**config.mk**
```make
export PLATFORM = sky130hd
export DESIGN_NAME = spi_eeprom_access_sequencer
export DESIGN_NICKNAME = d
export VERILOG_FILES = /design/src/rtl/seas_pkg.sv /design/src/rtl/spi_eeprom_access_sequencer.sv /design/src/rtl/seas_front.sv /design/src/rtl/seas_queue.sv /design/src/rtl/seas_back.sv
export VERILOG_INCLUDE_DIRS = /design/src /design/src/rtl
export SDC_FILE = /design/constraint.sdc
export NUM_CORES = 1
export LEC_CHECK = 0
export ABC_AREA = 1
export ABC_CLOCK_PERIOD_IN_PS = 5350
export BUFFER_PORTS_ARGS = -buffer_cell sky130_fd_sc_hd__buf_2
export CORE_MARGIN = 5
export CORE_UTILIZATION = 23
export CTS_BUF_LIST = sky130_fd_sc_hd__clkbuf_4 sky130_fd_sc_hd__clkbuf_8
export CTS_CLUSTER_SIZE = 30
export DETAILED_ROUTE_END_ITERATION = 16
export SYNTH_ARGS = -nofsm -noshare
export SYNTH_HDL_FRONTEND = slang
export SYNTH_SLANG_ARGS = --single-unit
```
**constraint.sdc**
```tcl
create_clock -name clk -period 5.35 [get_ports clk]
set_input_delay 1.07 -clock clk [delete_from_list [all_inputs] [get_ports clk]]
set_output_delay 1.07 -clock clk [all_outputs]
set_load 0.02 [all_outputs]
```
**src/rtl/spi_eeprom_access_sequencer_defines.svh**
```systemverilog
// Assertion helpers for the block that checks itself.
// Each macro expects clk and arst_n to be visible where it is used.
`ifndef SPI_EEPROM_ACCESS_SEQUENCER_DEFINES_SVH
`define SPI_EEPROM_ACCESS_SEQUENCER_DEFINES_SVH

// A condition that must hold at every clock edge out of reset.
`define SEAS_ASSERT(label, cond, msg) \
	label: assert property (@(posedge clk) disable iff (!arst_n) (cond)) \
		else $error(msg);

// A consequence that must hold in the same cycle as its antecedent.
`define SEAS_ASSERT_IMP(label, ante, cons, msg) \
	label: assert property (@(posedge clk) disable iff (!arst_n) (ante) |-> (cons)) \
		else $error(msg);

`endif

```
**src/rtl/seas_pkg.sv**
```systemverilog
package seas_pkg;

	// Command codes of a request
	localparam logic [1:0] CMD_READ  = 2'd0;
	localparam logic [1:0] CMD_WRITE = 2'd1;
	localparam logic [1:0] CMD_DATA  = 2'd2;
	localparam logic [1:0] CMD_RECV  = 2'd3;

	// Bus action codes of a result
	localparam logic [2:0] ACT_CS_LOW  = 3'd0;
	localparam logic [2:0] ACT_CS_HIGH = 3'd1;
	localparam logic [2:0] ACT_SEND    = 3'd2;
	localparam logic [2:0] ACT_RECV    = 3'd3;
	localparam logic [2:0] ACT_DATA    = 3'd4;
	localparam logic [2:0] ACT_DONE    = 3'd5;
	localparam logic [2:0] ACT_REJECT  = 3'd6;

	// EEPROM opcodes and status bits
	localparam logic [7:0] OP_READ  = 8'h03;
	localparam logic [7:0] OP_WRITE = 8'h02;
	localparam logic [7:0] OP_WREN  = 8'h06;
	localparam logic [7:0] OP_RDSR  = 8'h05;
	localparam logic [7:0] OP_A8    = 8'h08;
	localparam int         BUSY_BIT = 0;

	// Configuration register indexes
	localparam logic CFG_ADDRESS_MODE = 1'b0;
	localparam logic CFG_PAGE_SIZE    = 1'b1;

	localparam logic [1:0] ADDRESS_MODE_RESET = 2'd1;
	localparam logic [2:0] PAGE_SIZE_RESET    = 3'd4;
	localparam logic [2:0] PAGE_SIZE_MIN      = 3'd4;

	// Fixed order of the steps the back end walks through for one request
	localparam int STEP_FIRST     = 0;
	localparam int STEP_WREN_CSH0 = 1;
	localparam int STEP_WREN_CSL  = 2;
	localparam int STEP_WREN_OP   = 3;
	localparam int STEP_WREN_CSH1 = 4;
	localparam int STEP_HDR_CSL   = 5;
	localparam int STEP_HDR_OP    = 6;
	localparam int STEP_HDR_HI    = 7;
	localparam int STEP_HDR_LO    = 8;
	localparam int STEP_POLL_CSH  = 9;
	localparam int STEP_POLL_CSL  = 10;
	localparam int STEP_POLL_OP   = 11;
	localparam int STEP_RECV      = 12;
	localparam int STEP_DONE      = 13;
	localparam int NUM_STEPS      = 14;
	localparam int STEP_W         = $clog2(NUM_STEPS);

	typedef logic [NUM_STEPS-1:0] steps_t;
	typedef logic [STEP_W-1:0]    step_idx_t;

	localparam steps_t MASK_FIRST = steps_t'(1) << STEP_FIRST;
	localparam steps_t MASK_WREN  = (steps_t'(1) << STEP_WREN_CSH0)
		| (steps_t'(1) << STEP_WREN_CSL) | (steps_t'(1) << STEP_WREN_OP)
		| (steps_t'(1) << STEP_WREN_CSH1);
	localparam steps_t MASK_HDR   = (steps_t'(1) << STEP_HDR_CSL)
		| (steps_t'(1) << STEP_HDR_OP) | (steps_t'(1) << STEP_HDR_LO);
	localparam steps_t MASK_HDR_HI = steps_t'(1) << STEP_HDR_HI;
	localparam steps_t MASK_POLL_FIRST = (steps_t'(1) << STEP_POLL_CSL)
		| (steps_t'(1) << STEP_POLL_OP) | (steps_t'(1) << STEP_RECV);
	localparam steps_t MASK_POLL  = MASK_POLL_FIRST | (steps_t'(1) << STEP_POLL_CSH);
	localparam steps_t MASK_RECV  = steps_t'(1) << STEP_RECV;
	localparam steps_t MASK_END   = (steps_t'(1) << STEP_POLL_CSH)
		| (steps_t'(1) << STEP_DONE);

	// Depth of the job queue between front and back end
	localparam int QUEUE_DEPTH = 2;
	localparam int QPTR_W      = $clog2(QUEUE_DEPTH);
	localparam int QCNT_W      = $clog2(QUEUE_DEPTH + 1);

	typedef enum logic [1:0] {
		PH_IDLE,
		PH_READ,
		PH_WPOLL,
		PH_WDATA
	} phase_t;

	typedef struct packed {
		logic [1:0]  cmd;
		logic [15:0] start_address;
		logic [15:0] byte_count;
		logic [7:0]  write_byte;
		logic [7:0]  received_byte;
	} cmd_t;

	typedef struct packed {
		logic [2:0] action;
		logic [7:0] byte_value;
		logic       last;
	} result_t;

	// One classified request: which steps to emit and the bytes they need
	typedef struct packed {
		steps_t     steps;
		logic [2:0] first_action;
		logic [7:0] first_byte;
		logic [7:0] opcode;
		logic [7:0] addr_hi;
		logic [7:0] addr_lo;
	} job_t;

	typedef struct packed {
		logic              full;
		logic              nonempty;
		logic [QCNT_W-1:0] count;
	} qstat_t;

endpackage

```
**src/rtl/spi_eeprom_access_sequencer.sv**
```systemverilog
// SPI EEPROM access sequencer.
// Requests arrive on cmd_valid/cmd_stall/cmd_item: start read, start write,
// write data byte, or a byte clocked in from the SPI bus. Each request is
// turned into a run of bus actions on act_valid/act_stall/act_item, one
// action per cycle while act_stall is low, with last set on the final
// action of the request. A request yields between one and twelve actions.
// The front end classifies a request in the cycle it is taken and queues a
// job; the back end loads the job into its step register and emits the
// job's actions from a single output register. The address mode and page
// size registers are written through cfg_we, cfg_index and cfg_data; the
// user must write them only while no request is in flight, since the
// sequencer itself does not enforce it.
// Reset leaves the sequencer idle, with address mode 1 and 16-byte pages.
// When the receiver holds act_stall, the output action is held, the job
// queue (two entries) fills and cmd_stall then rises until it drains.
module spi_eeprom_access_sequencer #(
	parameter int ADDRESS_BITS = 16
) (
	input  logic              clk,
	input  logic              arst_n,
	input  logic              cfg_we,
	input  logic              cfg_index,
	input  logic [2:0]        cfg_data,
	input  logic              cmd_valid,
	output logic              cmd_stall,
	input  seas_pkg::cmd_t    cmd_item,
	output logic              act_valid,
	input  logic              act_stall,
	output seas_pkg::result_t act_item
);

`include "spi_eeprom_access_sequencer_defines.svh"

	seas_pkg::job_t   push_job, head;
	seas_pkg::qstat_t q_stat;
	logic             push, pop;

	seas_front #(
		.ADDRESS_BITS(ADDRESS_BITS)
	) u_front (
		.clk       (clk),
		.arst_n    (arst_n),
		.cfg_we    (cfg_we),
		.cfg_index (cfg_index),
		.cfg_data  (cfg_data),
		.cmd_valid (cmd_valid),
		.cmd_item  (cmd_item),
		.q_stat    (q_stat),
		.push      (push),
		.job       (push_job)
	);

	seas_queue u_queue (
		.clk      (clk),
		.arst_n   (arst_n),
		.push     (push),
		.push_job (push_job),
		.pop      (pop),
		.head     (head),
		.q_stat   (q_stat)
	);

	seas_back u_back (
		.clk       (clk),
		.arst_n    (arst_n),
		.head      (head),
		.q_stat    (q_stat),
		.pop       (pop),
		.act_valid (act_valid),
		.act_stall (act_stall),
		.act_item  (act_item)
	);

	assign cmd_stall = q_stat.full;

	`SEAS_ASSERT(a_queue_bound, q_stat.count <= seas_pkg::QCNT_W'(seas_pkg::QUEUE_DEPTH), "job queue count beyond depth")
	`SEAS_ASSERT_IMP(a_reject_last, act_valid && act_item.action == seas_pkg::ACT_REJECT, act_item.last, "rejected action not marked last")
	`SEAS_ASSERT_IMP(a_byte_zero, act_valid && act_item.action != seas_pkg::ACT_SEND && act_item.action != seas_pkg::ACT_DATA, act_item.byte_value == 8'd0, "byte value set on an action without data")
	`SEAS_ASSERT_IMP(a_no_pop_empty, pop, q_stat.nonempty, "job taken from an empty queue")

endmodule

```
**src/rtl/seas_front.sv**
```systemverilog
module seas_front #(
	parameter int ADDRESS_BITS = 16
) (
	input  logic             clk,
	input  logic             arst_n,
	input  logic             cfg_we,
	input  logic             cfg_index,
	input  logic [2:0]       cfg_data,
	input  logic             cmd_valid,
	input  seas_pkg::cmd_t   cmd_item,
	input  seas_pkg::qstat_t q_stat,
	output logic             push,
	output seas_pkg::job_t   job
);

	logic [1:0]              address_mode_q;
	logic [2:0]              page_size_log2_q;
	seas_pkg::phase_t        phase_q, phase_d;
	logic [ADDRESS_BITS-1:0] cur_addr_q, cur_addr_d;
	logic [15:0]             rem_q, rem_d;
	logic                    final_q, final_d;

	logic [ADDRESS_BITS-1:0] in_addr, addr_inc, hdr_addr;
	logic [15:0]             hdr16, inc16, rem_dec;
	logic [2:0]              plog;
	logic [6:0]              pmask;
	logic                    boundary;
	logic [7:0]              op_base;
	seas_pkg::steps_t        hdr_steps;

	always_ff @(posedge clk or negedge arst_n) begin
		if (!arst_n) begin
			address_mode_q   <= seas_pkg::ADDRESS_MODE_RESET;
			page_size_log2_q <= seas_pkg::PAGE_SIZE_RESET;
		end else if (cfg_we) begin
			case (cfg_index)
				seas_pkg::CFG_ADDRESS_MODE: address_mode_q <= cfg_data[1:0];
				seas_pkg::CFG_PAGE_SIZE:    page_size_log2_q <= cfg_data;
				default: ;
			endcase
		end
	end

	always_ff @(posedge clk or negedge arst_n) begin
		if (!arst_n) begin
			phase_q <= seas_pkg::PH_IDLE;
		end else begin
			phase_q <= phase_d;
		end
	end

	always_ff @(posedge clk or negedge arst_n) begin
		if (!arst_n) begin
			cur_addr_q <= '0;
			rem_q      <= '0;
			final_q    <= 1'b0;
		end else begin
			cur_addr_q <= cur_addr_d;
			rem_q      <= rem_d;
			final_q    <= final_d;
		end
	end

	assign in_addr  = cmd_item.start_address[ADDRESS_BITS-1:0];
	assign addr_inc = cur_addr_q + ADDRESS_BITS'(1);
	assign inc16    = 16'(addr_inc);
	assign rem_dec  = rem_q - 16'd1;
	assign plog     = (page_size_log2_q < seas_pkg::PAGE_SIZE_MIN)
		? seas_pkg::PAGE_SIZE_MIN : page_size_log2_q;
	assign pmask    = 7'((8'd1 << plog) - 8'd1);
	assign boundary = (inc16[6:0] & pmask) == 7'd0;

	// A read header uses the new start address; a write header the running one.
	assign hdr_addr = (phase_q == seas_pkg::PH_IDLE) ? in_addr : cur_addr_q;
	assign hdr16    = 16'(hdr_addr);
	assign op_base  = (cmd_item.cmd == seas_pkg::CMD_READ) ? seas_pkg::OP_READ
		: seas_pkg::OP_WRITE;
	assign hdr_steps = seas_pkg::MASK_HDR
		| (address_mode_q[1] ? seas_pkg::MASK_HDR_HI : '0);

	always_comb begin
		phase_d    = phase_q;
		cur_addr_d = cur_addr_q;
		rem_d      = rem_q;
		final_d    = final_q;
		push       = cmd_valid && !q_stat.full;

		job.steps        = '0;
		job.first_action = seas_pkg::ACT_REJECT;
		job.first_byte   = 8'd0;
		job.addr_hi      = hdr16[15:8];
		job.addr_lo      = hdr16[7:0];
		// In the one-byte mode with A8 the ninth address bit rides in the opcode.
		if (address_mode_q == 2'd1 && hdr16[15:8] != 8'd0) begin
			job.opcode = op_base | seas_pkg::OP_A8;
		end else begin
			job.opcode = op_base;
		end

		if (cmd_item.cmd == seas_pkg::CMD_READ && phase_q == seas_pkg::PH_IDLE) begin
			cur_addr_d = in_addr;
			rem_d      = cmd_item.byte_count;
			if (cmd_item.byte_count == 16'd0) begin
				job.steps = hdr_steps | seas_pkg::MASK_END;
			end else begin
				job.steps = hdr_steps | seas_pkg::MASK_RECV;
				phase_d   = seas_pkg::PH_READ;
			end
		end else if (cmd_item.cmd == seas_pkg::CMD_WRITE
				&& phase_q == seas_pkg::PH_IDLE) begin
			cur_addr_d = in_addr;
			rem_d      = cmd_item.byte_count;
			final_d    = 1'b0;
			job.steps  = seas_pkg::MASK_POLL_FIRST;
			phase_d    = seas_pkg::PH_WPOLL;
		end else if (cmd_item.cmd == seas_pkg::CMD_RECV
				&& phase_q == seas_pkg::PH_READ) begin
			job.first_action = seas_pkg::ACT_DATA;
			job.first_byte   = cmd_item.received_byte;
			rem_d            = rem_dec;
			cur_addr_d       = addr_inc;
			if (rem_dec == 16'd0) begin
				job.steps = seas_pkg::MASK_FIRST | seas_pkg::MASK_END;
				phase_d   = seas_pkg::PH_IDLE;
			end else begin
				job.steps = seas_pkg::MASK_FIRST | seas_pkg::MASK_RECV;
			end
		end else if (cmd_item.cmd == seas_pkg::CMD_RECV
				&& phase_q == seas_pkg::PH_WPOLL) begin
			if (cmd_item.received_byte[seas_pkg::BUSY_BIT]) begin
				job.steps = seas_pkg::MASK_POLL;
			end else if (final_q) begin
				job.steps = seas_pkg::MASK_END;
				final_d   = 1'b0;
				phase_d   = seas_pkg::PH_IDLE;
			end else if (rem_q == 16'd0) begin
				job.steps = seas_pkg::MASK_WREN | hdr_steps | seas_pkg::MASK_POLL;
				final_d   = 1'b1;
			end else begin
				job.steps = seas_pkg::MASK_WREN | hdr_steps;
				phase_d   = seas_pkg::PH_WDATA;
			end
		end else if (cmd_item.cmd == seas_pkg::CMD_DATA
				&& phase_q == seas_pkg::PH_WDATA) begin
			job.first_action = seas_pkg::ACT_SEND;
			job.first_byte   = cmd_item.write_byte;
			rem_d            = rem_dec;
			cur_addr_d       = addr_inc;
			if (rem_dec == 16'd0) begin
				job.steps = seas_pkg::MASK_FIRST | seas_pkg::MASK_POLL;
				final_d   = 1'b1;
				phase_d   = seas_pkg::PH_WPOLL;
			end else if (boundary) begin
				job.steps = seas_pkg::MASK_FIRST | seas_pkg::MASK_POLL;
				final_d   = 1'b0;
				phase_d   = seas_pkg::PH_WPOLL;
			end else begin
				job.steps = seas_pkg::MASK_FIRST;
			end
		end else begin
			job.steps = seas_pkg::MASK_FIRST;
		end

		// Nothing changes unless the request is actually taken.
		if (!push) begin
			phase_d    = phase_q;
			cur_addr_d = cur_addr_q;
			rem_d      = rem_q;
			final_d    = final_q;
		end
	end

endmodule

```
**src/rtl/seas_queue.sv**
```systemverilog
module seas_queue (
	input  logic             clk,
	input  logic             arst_n,
	input  logic             push,
	input  seas_pkg::job_t   push_job,
	input  logic             pop,
	output seas_pkg::job_t   head,
	output seas_pkg::qstat_t q_stat
);

	seas_pkg::job_t                  mem_q [seas_pkg::QUEUE_DEPTH];
	logic [seas_pkg::QPTR_W-1:0]     wr_ptr_q, rd_ptr_q;
	logic [seas_pkg::QCNT_W-1:0]     count_q;

	function automatic logic [seas_pkg::QPTR_W-1:0] next_ptr(
		input logic [seas_pkg::QPTR_W-1:0] ptr
	);
		if (ptr == seas_pkg::QPTR_W'(seas_pkg::QUEUE_DEPTH - 1)) begin
			return '0;
		end
		return ptr + seas_pkg::QPTR_W'(1);
	endfunction

	always_ff @(posedge clk) begin
		if (push) begin
			mem_q[wr_ptr_q] <= push_job;
		end
	end

	always_ff @(posedge clk or negedge arst_n) begin
		if (!arst_n) begin
			wr_ptr_q <= '0;
			rd_ptr_q <= '0;
			count_q  <= '0;
		end else begin
			if (push) begin
				wr_ptr_q <= next_ptr(wr_ptr_q);
			end
			if (pop) begin
				rd_ptr_q <= next_ptr(rd_ptr_q);
			end
			case ({push, pop})
				2'b10:   count_q <= count_q + seas_pkg::QCNT_W'(1);
				2'b01:   count_q <= count_q - seas_pkg::QCNT_W'(1);
				default: ;
			endcase
		end
	end

	assign head            = mem_q[rd_ptr_q];
	assign q_stat.full     = count_q == seas_pkg::QCNT_W'(seas_pkg::QUEUE_DEPTH);
	assign q_stat.nonempty = count_q != '0;
	assign q_stat.count    = count_q;

endmodule

```
**src/rtl/seas_back.sv**
```systemverilog
module seas_back (
	input  logic              clk,
	input  logic              arst_n,
	input  seas_pkg::job_t    head,
	input  seas_pkg::qstat_t  q_stat,
	output logic              pop,
	output logic              act_valid,
	input  logic              act_stall,
	output seas_pkg::result_t act_item
);

	seas_pkg::steps_t    steps_q, rest;
	seas_pkg::job_t      job_q;
	seas_pkg::result_t   out_q, res;
	logic                out_valid_q;
	seas_pkg::step_idx_t sel;
	logic                advance, emit;

	// Lowest pending step goes out next.
	always_comb begin
		sel = '0;
		for (int i = seas_pkg::NUM_STEPS - 1; i >= 0; i--) begin
			if (steps_q[i]) begin
				sel = seas_pkg::STEP_W'(i);
			end
		end
	end

	assign rest    = steps_q & (steps_q - seas_pkg::steps_t'(1));
	assign advance = !out_valid_q || !act_stall;
	assign emit    = advance && (steps_q != '0);
	// The next job is loaded as the current one gives its final result.
	assign pop     = q_stat.nonempty && ((steps_q == '0) || (emit && rest == '0));

	always_comb begin
		res.last       = rest == '0;
		res.byte_value = 8'd0;
		case (sel)
			seas_pkg::step_idx_t'(seas_pkg::STEP_FIRST): begin
				res.action     = job_q.first_action;
				res.byte_value = job_q.first_byte;
			end
			seas_pkg::step_idx_t'(seas_pkg::STEP_WREN_CSH0): res.action = seas_pkg::ACT_CS_HIGH;
			seas_pkg::step_idx_t'(seas_pkg::STEP_WREN_CSL):  res.action = seas_pkg::ACT_CS_LOW;
			seas_pkg::step_idx_t'(seas_pkg::STEP_WREN_OP): begin
				res.action     = seas_pkg::ACT_SEND;
				res.byte_value = seas_pkg::OP_WREN;
			end
			seas_pkg::step_idx_t'(seas_pkg::STEP_WREN_CSH1): res.action = seas_pkg::ACT_CS_HIGH;
			seas_pkg::step_idx_t'(seas_pkg::STEP_HDR_CSL):   res.action = seas_pkg::ACT_CS_LOW;
			seas_pkg::step_idx_t'(seas_pkg::STEP_HDR_OP): begin
				res.action     = seas_pkg::ACT_SEND;
				res.byte_value = job_q.opcode;
			end
			seas_pkg::step_idx_t'(seas_pkg::STEP_HDR_HI): begin
				res.action     = seas_pkg::ACT_SEND;
				res.byte_value = job_q.addr_hi;
			end
			seas_pkg::step_idx_t'(seas_pkg::STEP_HDR_LO): begin
				res.action     = seas_pkg::ACT_SEND;
				res.byte_value = job_q.addr_lo;
			end
			seas_pkg::step_idx_t'(seas_pkg::STEP_POLL_CSH): res.action = seas_pkg::ACT_CS_HIGH;
			seas_pkg::step_idx_t'(seas_pkg::STEP_POLL_CSL): res.action = seas_pkg::ACT_CS_LOW;
			seas_pkg::step_idx_t'(seas_pkg::STEP_POLL_OP): begin
				res.action     = seas_pkg::ACT_SEND;
				res.byte_value = seas_pkg::OP_RDSR;
			end
			seas_pkg::step_idx_t'(seas_pkg::STEP_RECV): res.action = seas_pkg::ACT_RECV;
			seas_pkg::step_idx_t'(seas_pkg::STEP_DONE): res.action = seas_pkg::ACT_DONE;
			default: res.action = seas_pkg::ACT_REJECT;
		endcase
	end

	always_ff @(posedge clk or negedge arst_n) begin
		if (!arst_n) begin
			steps_q     <= '0;
			out_valid_q <= 1'b0;
		end else begin
			if (emit) begin
				out_valid_q <= 1'b1;
			end else if (advance) begin
				out_valid_q <= 1'b0;
			end
			if (pop) begin
				steps_q <= head.steps;
			end else if (emit) begin
				steps_q <= rest;
			end
		end
	end

	always_ff @(posedge clk) begin
		if (emit) begin
			out_q <= res;
		end
		if (pop) begin
			job_q <= head;
		end
	end

	assign act_valid = out_valid_q;
	assign act_item  = out_q;

endmodule
```
; ---- Yosys cells after proc, flatten, opt, wreduce, memory -nomap -nowiden
; Memory sizes are Yosys's and may differ from the RTL's.
; Cells that the tools add are included.
[totals]
ff_bits = 106
ramBits = 90
inputBits = 59
output_inout_bits = 14
mem_count = 1
[classes]
n_addsub = 8
n_lt_le_gt_ge = 1
eq_ne = 30
shift = 1
n_mux = 83
bitwise_logic = 4
n_reduce_logical = 43
[mem_list]
columns = name, words, width, rd, rd_clocked_by_memory_dff, wr, line_no
row1 = u_queue.mem_q, 2, 45, 1, 0, 1, seas_queue.sv:11  ; seas_pkg::job_t mem_q [seas_pkg::QUEUE_DEPTH];
[op_table]
columns = op, count
row1 = $mux 16, 11
row2 = $mux 14, 10
row3 = $mux 4, 15
row4 = $logic_not 16->1, 3
row5 = $pmux 8 s6, 1
row6 = $mux 11, 4
row7 = $mux 13, 3
row8 = $logic_not 14->1, 2
row9 = $mux 25, 1
row10 = $eq 4x4->1 const B, 6
row11 = $mux 2, 12
row12 = $mux 1, 22
row13 = $pmux 3 s6, 1
row14 = $add 16x1->16 const B, 1
row15 = $eq 4x3->1 const B, 4
row16 = $sub 16x1->16 const B, 1
row17 = $and 14x14->14, 1
row18 = $reduce_bool 14->1, 1
row19 = $sub 14x1->14 const B, 1
row20 = $eq 2x2->1 const B, 6
row21 = $logic_and 1x1->1, 10
row22 = $reduce_bool 5->1, 2
row23 = $eq 2x1->1 const B, 4
row24 = $eq 4x2->1 const B, 2
row25 = 34 further kinds, 46

; ---- Logic depth before layout (Yosys ltp)
; Gate-level depths: netlist of the first run.
[depth]
word_depth = 17
ltp_mapped = 18
ltp_nobuf = 18

; ---- Cells and area by module
; A second synthesis of the first run with hierarchy kept.
[unflattened]
hier_cells = 1077
hier_area_um2 = 10090.9
[by_module_without_submodules]
columns = mod, n_inst, cells_per_inst, area_each_um2
row1 = seas_queue, 1, 280, 3916.3
row2 = seas_front, 1, 474, 3170.5
row3 = seas_back, 1, 323, 3004.1

; ---- Worst setup path before layout of the first run
; Ideal clock, no wire load.
[synth_timing]
path_kind = input -> register
start = in cmd_valid
end = mem u_queue.mem_q[1][0] (netlist bit) (enable)
setup_ps = 431
arrival_time_ps = 2756
setup_slack_ps = 2164
cell_stages = 2
path_cell_list = o21ai_1 nor2_1
[synth_via]
elab_chain_len = 3
[synth_rtl]
columns = item, line_no
row1 = start: declaration, spi_eeprom_access_sequencer.sv:24  ; input logic cmd_valid,
row2 = $logic_and 1x1->1, seas_front.sv:86  ; push = cmd_valid && !q_stat.full;
row3 = $mux 1, seas_queue.sv:25  ; if (push) begin
row4 = $mux 1 (not written as such), seas_queue.sv:26  ; mem_q[wr_ptr_q] <= push_job;
row5 = end: declaration, seas_queue.sv:11
; No other way between the ends.

; ---- Worst setup path after layout of the first run
[layout_timing]
start = in cmd_item[48] (netlist bit)
end = reg u_front.rem_q[5]
[layout_via]
elab_chain_len = 5
word_cells_on_any_way = 15
classes_between = eq/ne (4) / mux (3) / reduce/logical (8)
[layout_rtl]
columns = item, line_no
row1 = start: declaration, spi_eeprom_access_sequencer.sv:26  ; input seas_pkg::cmd_t cmd_item,
row2 = $eq 2x2->1, "seas_front.sv:116, seas_front.sv:128"
row3 = $logic_and 1x1->1, seas_front.sv:117  ; && phase_q == seas_pkg::PH_READ) begin
row4 = $mux 16, seas_front.sv:116  ; end else if (cmd_item.cmd == seas_pkg::CMD_RECV
row5 = $mux 16, seas_front.sv:109  ; end else if (cmd_item.cmd == seas_pkg::CMD_WRITE
row6 = $mux 16, seas_front.sv:100  ; if (cmd_item.cmd == seas_pkg::CMD_READ && phase_q == seas_pkg::PH_IDLE) begin
row7 = end signal: assignment, seas_front.sv:59  ; rem_q <= rem_d;
row8 = end: declaration, seas_front.sv:20  ; logic [15:0] rem_q, rem_d;
; Several ways; a longest one is shown, not always the timed one.
; A chain may end at the register's enable or synchronous reset.

==> metrics.md, run 1 <==
| Metric | Value |
|---|---|
| Post-synthesis sequential area ratio | 0.570 |
| Synth Area in Simple Gates | 0.254 |
| R2r setup slk | 2.09 ns |
| Worst hold path type | flip-flop to flip-flop |
| Hold Path Depth | 2 |
| Die X | 202 µm |
| Fill cell count | 3,830 |
| IO Pins | 73 |
| Global route hottest layer | met2 |
| Synth cell types | 49 |
| Detailed-route via count | 6,509 |
| Num rows | 70 |
| WL/cell | 13.4 µm |
| Drt total wl | 20,300 µm |
| Crit Path Category | input pin to flip-flop |
| CTS Buffer Depth | 2 |
| Antenna violations before repair | 0 |
| Tcrit/Tclk final | 0.618 |
| Starting density of the core | 0.233 |
| Post-synth EDFFs | 112 |
| Worst hold start | u_front.address_mode_q[0] |
| Num CTS Buffers | 17 |
| CTS clock-pin slew for the worst setup and hold paths | 0.09 ns |
| Largest cells by area after synthesis | edfxtp_1, dfrtp_1, nand2_1 |
| Die Area | 40,900 µm² |
| Max-Cap Viols | 0 |
| Post-CTS setup buffers | 0 |
| Proportion of layout cells with a drive suffix above 1 | 0.144 |
| Antenna Cells | 0 |
| Dominant cell type by area after synthesis | edfxtp_1 |
| Worst reg2reg path startpoint | u_queue.count_q[0] |
| PD cells | 574 nW/µm² |
| Pleak | 0.00433 µW |
| Syn avg cell area | 8.86 µm² |
| Critical path capture point type | flip-flop |
| Worst Path Required | 5.69 ns |
| CTS tree | built |
| Synth Area in Adders | 0.00736 |
| Most frequent cells in the layout | nand2_1, edfxtp_1, inv_1 |
| Post-route ant nets | 0 |
| Synthesized area | 8500 µm² |
| Reg2reg path depth | 7 |
| Worst setup SP type | input pin |
| Max Slew Vio Count | 0 |
| Endpoints failing setup | 0 |
| Reg2Reg Capture Point | u_front.rem_q[5] |
| Clock skew | 0.0139 ns |
| Port buffer count | 72 |
| Max Fclk | 302 MHz |
| Worst path arrival time | 3.64 ns |
| Tot GR Track Use | 0.0982 |
| Mux contribution to synthesized area | 0.00486 |
| Met2 usage in global routing | 0.155 |
| Main synth FF type | edfxtp_1 |
| Worst slew pin tran | 1.10 ns |
| Fin. Hold Viols | 0 |
| Compound-Gate Fraction of Synth Area | 0.0884 |
| Utilization after layout | 0.269 |
| Clock Sinks | 171 |
| Residual DRC | 0 |
| Placed Cells | 1,483 |
| H-tree depth | 4 |
| CTS resizes | 0 |
| WHS Endpoint | u_front.address_mode_q[0] |
| Met1 Resource Use GR | 0.136 |
| Die Span Y | 202 µm |
| Synth Instances | 959 |
| Met3 Usage GRT | 0.0226 |
| DRT Pass-1 Iters | 5 |
| Unrepaired setup endpoints after global routing | no |
| Largest net degree at the start of global routing | 60 |
| Synth Area in XOR/XNOR | 0.0206 |
| Peak supply drop | 191 µV |
| Post-DP HPWL | 14,800 µm |
| Setup TNS | 0 ns |
| Fin cells | 1,515 |
| Grt total ovfl | 0 |
| Synthesized flop and latch total | 171 |
| Post-synth top area share | 0.396 |
| First-pass GRT wire length | 32,500 µm |
| Vias in the first global route | 6,046 |
| Synth async-reset ratio | 0.345 |
| # hold bufs at CTS | 0 |
| Post-DR vias/cell | 4.30 |
| Synth Warn # | 0 |
| Clock Tree Root | clkbuf_8 |
| Final Net Count | 1,098 |
| Area Overhead vs Synth | 15.7% |
| Core area | 36,500 µm² |
| Status | finished clean |
| Post-Syn Nets | 1,023 |
| Skew-Pair Late Insertion Delay | 0.46 ns |
| Max_slew headroom | 0.264 |
| GPL Wtd Cong | 0.884 |
| Worst-path fanout max | 25 |
| Tmin final | 3.31 ns |
| Most common cell after layout, fill and taps aside | nand2_1 |
| Detailed Route Iter0 Violations | 558 |
| Largest family of logic cells by synthesized area | simple AND/OR/NAND/NOR gates |
-- Yosys cell counts (2+ instances only) --
master    instances
nand2_1         325
edfxtp_1        112
inv_1            91
nor2_1           83
nand3_1          59
o21ai_0          59
dfrtp_1          57
clkbuf_1         19
xor2_1           18
a21oi_1          17
o22ai_1          10
o211ai_1          9
nor4_1            8
a22o_1            7
nor2_2            7
nor3_1            7
nand2_2           6
ha_1              5
o21ai_1           5
a22oi_1           4
buf_2             4
nor3_2            4
inv_2             3
mux2i_1           3
nand4_1           3
or2_2             3
a31oi_1           2
buf_1             2
clkinv_1          2
dfstp_2           2
nand3b_1          2
nor2_4            2
o21ai_2           2
xnor2_1           2
-- logic make-up (layout without fill, tap and decap cells) --
logic type	Yosys count	after routing
AND/OR/NAND/NOR	513	513
flip-flops	171	171
AO/OA/AOI/OAI	124	124
buffers and inverters	122	210
XOR/XNOR	20	20
adder cells (fa/ha/maj)	5	5
multiplexers	4	4
-- final cells by class --
| cell class | count | area, µm² | area share |
|---|---|---|---|
| Clock buffer | 18 | 241 | 0.0246 |
| Inverter | 96 | 360 | 0.0367 |
| Timing Repair Buffer | 82 | 435 | 0.0443 |
| Multi-Input combinational cell | 666 | 3210 | 0.326 |
| Clock inverter | 14 | 156 | 0.0159 |
| Sequential cell | 171 | 4840 | 0.493 |
| Tap cell | 468 | 586 | 0.0596 |
-- metrics by stage --
stage                     cell area [µm²]  setup WS (ns)  hold WS [ns]  power [µW]
final                                9830           2.04         0.499        5640
after global routing                 9830           1.71         0.524        6100
after CTS                            9830           2.07         0.504        5690
after detailed placement             9430           1.55         0.487        4750
after global placement               9430           1.67         0.481        4700
after floorplan                      8500           2.16         0.453        4070
-- power by group --
group | leakage (µW) | switching, µW | internal, µW
clock network | 0.000198 | 503 | 430
logic | 0.00236 | 1640 | 705
registers | 0.00177 | 255 | 2110
-- how the worst max path moves through the flow --
stage | start | end | slack [ns] | depth (start not counted)
after CTS | cmd_valid | u_front.rem_q[5] | 2.07 | 8
after detailed placement | cmd_valid | u_front.rem_q[8] | 1.55 | 8
after global placement | cmd_valid | u_front.rem_q[10] | 1.67 | 8
after floorplan | cmd_valid | u_queue.mem_q[1][0] | 2.16 | 2
after global routing | u_queue.count_q[0] | u_front.rem_q[1] | 1.71 | 7
final | cmd_item[48] | u_front.rem_q[5] | 2.04 | 11
-- worst max-delay path, stage by stage --
cell and delay [ns]:
buf_2 0.13, nand2_1 0.10, nor3_1 0.05, buf_4 0.18
nor2_1 0.14, nand2_1 0.09, nand2_1 0.55, clkinv_1 0.67
buf_4 0.42, o21ai_0 0.12, o22ai_1 0.10
-- state kept, by name, summed over array words and instances, names as in the netlist, 2 cells and up --
| register | count |
|---|---|
| u_front.page_size_log2_q | 3 |
| u_front.cur_addr_q | 16 |
| u_front.rem_q | 16 |
| u_queue.mem_q | 72 |
| u_front.address_mode_q | 2 |
| u_back.act_item | 12 |
| u_front.phase_q | 2 |
| u_queue.count_q | 2 |
| u_back.job_q | 28 |
| u_back.steps_q | 14 |
-- routing by layer --
metal | up-vias | share of wire | routed length, µm
li1 | 3319 | - | -
met1 | 3022 | 0.48 | 9680
met2 | 153 | 0.47 | 9450
met3 | 15 | 0.043 | 868
met4 | 0 | 0.014 | 275
met5 | - | 0 | 0
No activity file was read; power rests on OpenSTA's default activity.
==> run 2: changes to the inputs <==
Settings changed: ABC_CLOCK_PERIOD_IN_PS 5350 to 2900.
Clock period 5.35 ns to 2.9 ns, I/O delays scaled along.
==> run 2 against run 1 <==
Against the previous run:
- wire length grew 1.9%
- critical path depth is the same
- first-iteration DRC count shrank 13%
- worst hold slack lost 0.39 ns
- register-to-register slack lost 1.7 ns
- critical path type is now flip-flop to flip-flop
- critical endpoint is now u_queue.mem_q[0][44]
==> metrics.md, run 2 (same netlist as run 1, synthesis figures left out) <==
| Metric | Value |
|---|---|
| Clock Tree Root | clkbuf_8 |
| Internal | 5860 µW |
| PD cells | 1050 nW/µm² |
| Clock skew | 0.0161 ns |
| Sw Pwr | 4540 µW |
| CTS Buffer Depth | 2 |
| Max Fclk | 401 MHz |
| Worst setup SP type | flip-flop |
| IO Pins | 73 |
| Max Slew Vio Count | 0 |
| Proportion of layout cells with a drive suffix above 1 | 0.150 |
| Num CTS Buffers | 17 |
| # hold bufs at CTS | 0 |
| Worst Path Required | 3.16 ns |
| Worst-path fanout max | 6 |
| Utilization after layout | 0.270 |
| Top reg by flops | u_queue.mem_q |
| Num rows | 70 |
| Power Total | 10,400 µW |
| Drt total wl | 20,700 µm |
| Pleak | 0.00436 µW |
| Reg2Reg Capture Point | u_queue.mem_q[0][44] |
| Worst slew pin tran | 0.679 ns |
| Tmin final | 2.49 ns |
| Regs by FF count | u_queue.mem_q x72, u_back.job_q x28 |
| CTS resizes | 0 |
| Peak supply drop | 472 µV |
| CTS clock-pin slew for the worst setup and hold paths | 0.11 ns |
| Sequential share of power | 0.418 |
| Fin. Hold Viols | 0 |
| Final Net Count | 1,104 |
| Skew-Pair Late Insertion Delay | 0.46 ns |
| Critical path capture point type | flip-flop |
| Most common cell after layout, fill and taps aside | nand2_1 |
| Switching part of the total | 0.437 |
| Largest net degree at the start of global routing | 60 |
| Residual DRC | 0 |
| Area Overhead vs Synth | 16.2% |
| Tcrit/Tclk final | 0.860 |
| Vias in the first global route | 6,231 |
| Port buffer count | 72 |
| Clock Sinks | 171 |
| Post-CTS setup buffers | 0 |
| Max_slew headroom | 0.545 |
| Post-DR vias/cell | 4.31 |
| Antenna violations before repair | 3 |
| H-tree depth | 4 |
| CTS tree | built |
| First-pass GRT wire length | 33,300 µm |
| Detailed Route Iter0 Violations | 487 |
| Die X | 202 µm |
| Grt total ovfl | 0 |
| R2r setup slk | 0.41 ns |
| Status | finished clean |
| WL/cell | 13.6 µm |
| Reg2reg path depth | 11 |
| Crit Path Category | flip-flop to flip-flop |
| Detailed-route via count | 6,563 |
| Core area | 36,500 µm² |
| Worst reg2reg path startpoint | u_front.rem_q[0] |
| GPL Wtd Cong | 0.872 |
| Logic gate share of total power | 0.422 |
| Clock share of power | 0.160 |
| Unrepaired setup endpoints after global routing | no |
| DRT Pass-1 Iters | 6 |
| Max-Cap Viols | 0 |
| Post-route ant nets | 0 |
| Post-DP HPWL | 15,100 µm |
| Endpoints failing setup | 0 |
| Antenna Cells | 0 |
| Worst hold margin | 0.114 ns |
| Max reg flops | 72 |
| Setup TNS | 0 ns |
| Worst hold path type | input pin to asynchronous set/reset pin |
| Starting density of the core | 0.233 |
| Die Area | 40,900 µm² |
| Die Span Y | 202 µm |
| Tot GR Track Use | 0.0991 |
| Worst path arrival time | 2.76 ns |
| Most frequent cells in the layout | nand2_1, edfxtp_1, inv_1 |
## run 2: through the flow
stage	std cells	setup WS, ns	cell area (µm²)
4_1_cts	1521	0.408	9870
3_5_place_dp	1489	0.450	9490
2_1_floorplan	959	0.101	8500
6_report	1521	0.405	9870
3_3_place_gp	1489	0.602	9490
5_1_grt	1521	0.0600	9870
## run 2: area by class of cell
type | instances | area (µm²)
Inverter | 96 | 360
Tap cell | 468 | 586
Timing Repair Buffer | 88 | 493
Sequential cell | 171 | 4840
Multi-Input combinational cell | 666 | 3210
Fill cell | 3816 | 26600
Clock buffer | 17 | 234
Clock inverter | 15 | 154
## run 2: how the worst max path moves through the flow
stage                            startpoint              endpoint
after global placement    u_back.steps_q[0]     u_back.steps_q[2]
after floorplan           u_back.steps_q[4]    u_queue.count_q[1]
after global routing       u_front.rem_q[0]  u_queue.mem_q[0][44]
after detailed placement   u_front.rem_q[0]  u_queue.mem_q[1][44]
after CTS                  u_front.rem_q[0]  u_queue.mem_q[1][44]
final                      u_front.rem_q[0]  u_queue.mem_q[0][44]
## run 2: routing by layer
metal / track usage / up-vias / wire, µm
li1: - / 3342 / -
met1: 0.138 / 3062 / 10000
met2: 0.160 / 134 / 9610
met3: 0.0236 / 19 / 872
met4: 0.0182 / 6 / 142
met5: 0 / - / 44
## run 2: power by group through the flow
stage                     Sequential [µW]  Clock, µW  Combinational (µW)
final                                4350       1660                4390
after global routing                 4460       1800                5000
after floorplan                      4400          0                3110
after detailed placement             4410          0                4400
after global placement               4390          0                4350
after CTS                            4350       1690                4420
## run 2: critical path: stages (launching register included)
cell	delay, ns
dfrtp_1	0.43
inv_1	0.11
ha_1	0.29
nand2_1	0.15
nor2_1	0.20
xor2_1	0.21
nand3_1	0.09
nor2_1	0.13
nand3_1	0.18
nand2_1	0.15
nand2_1	0.07
o21ai_0	0.28
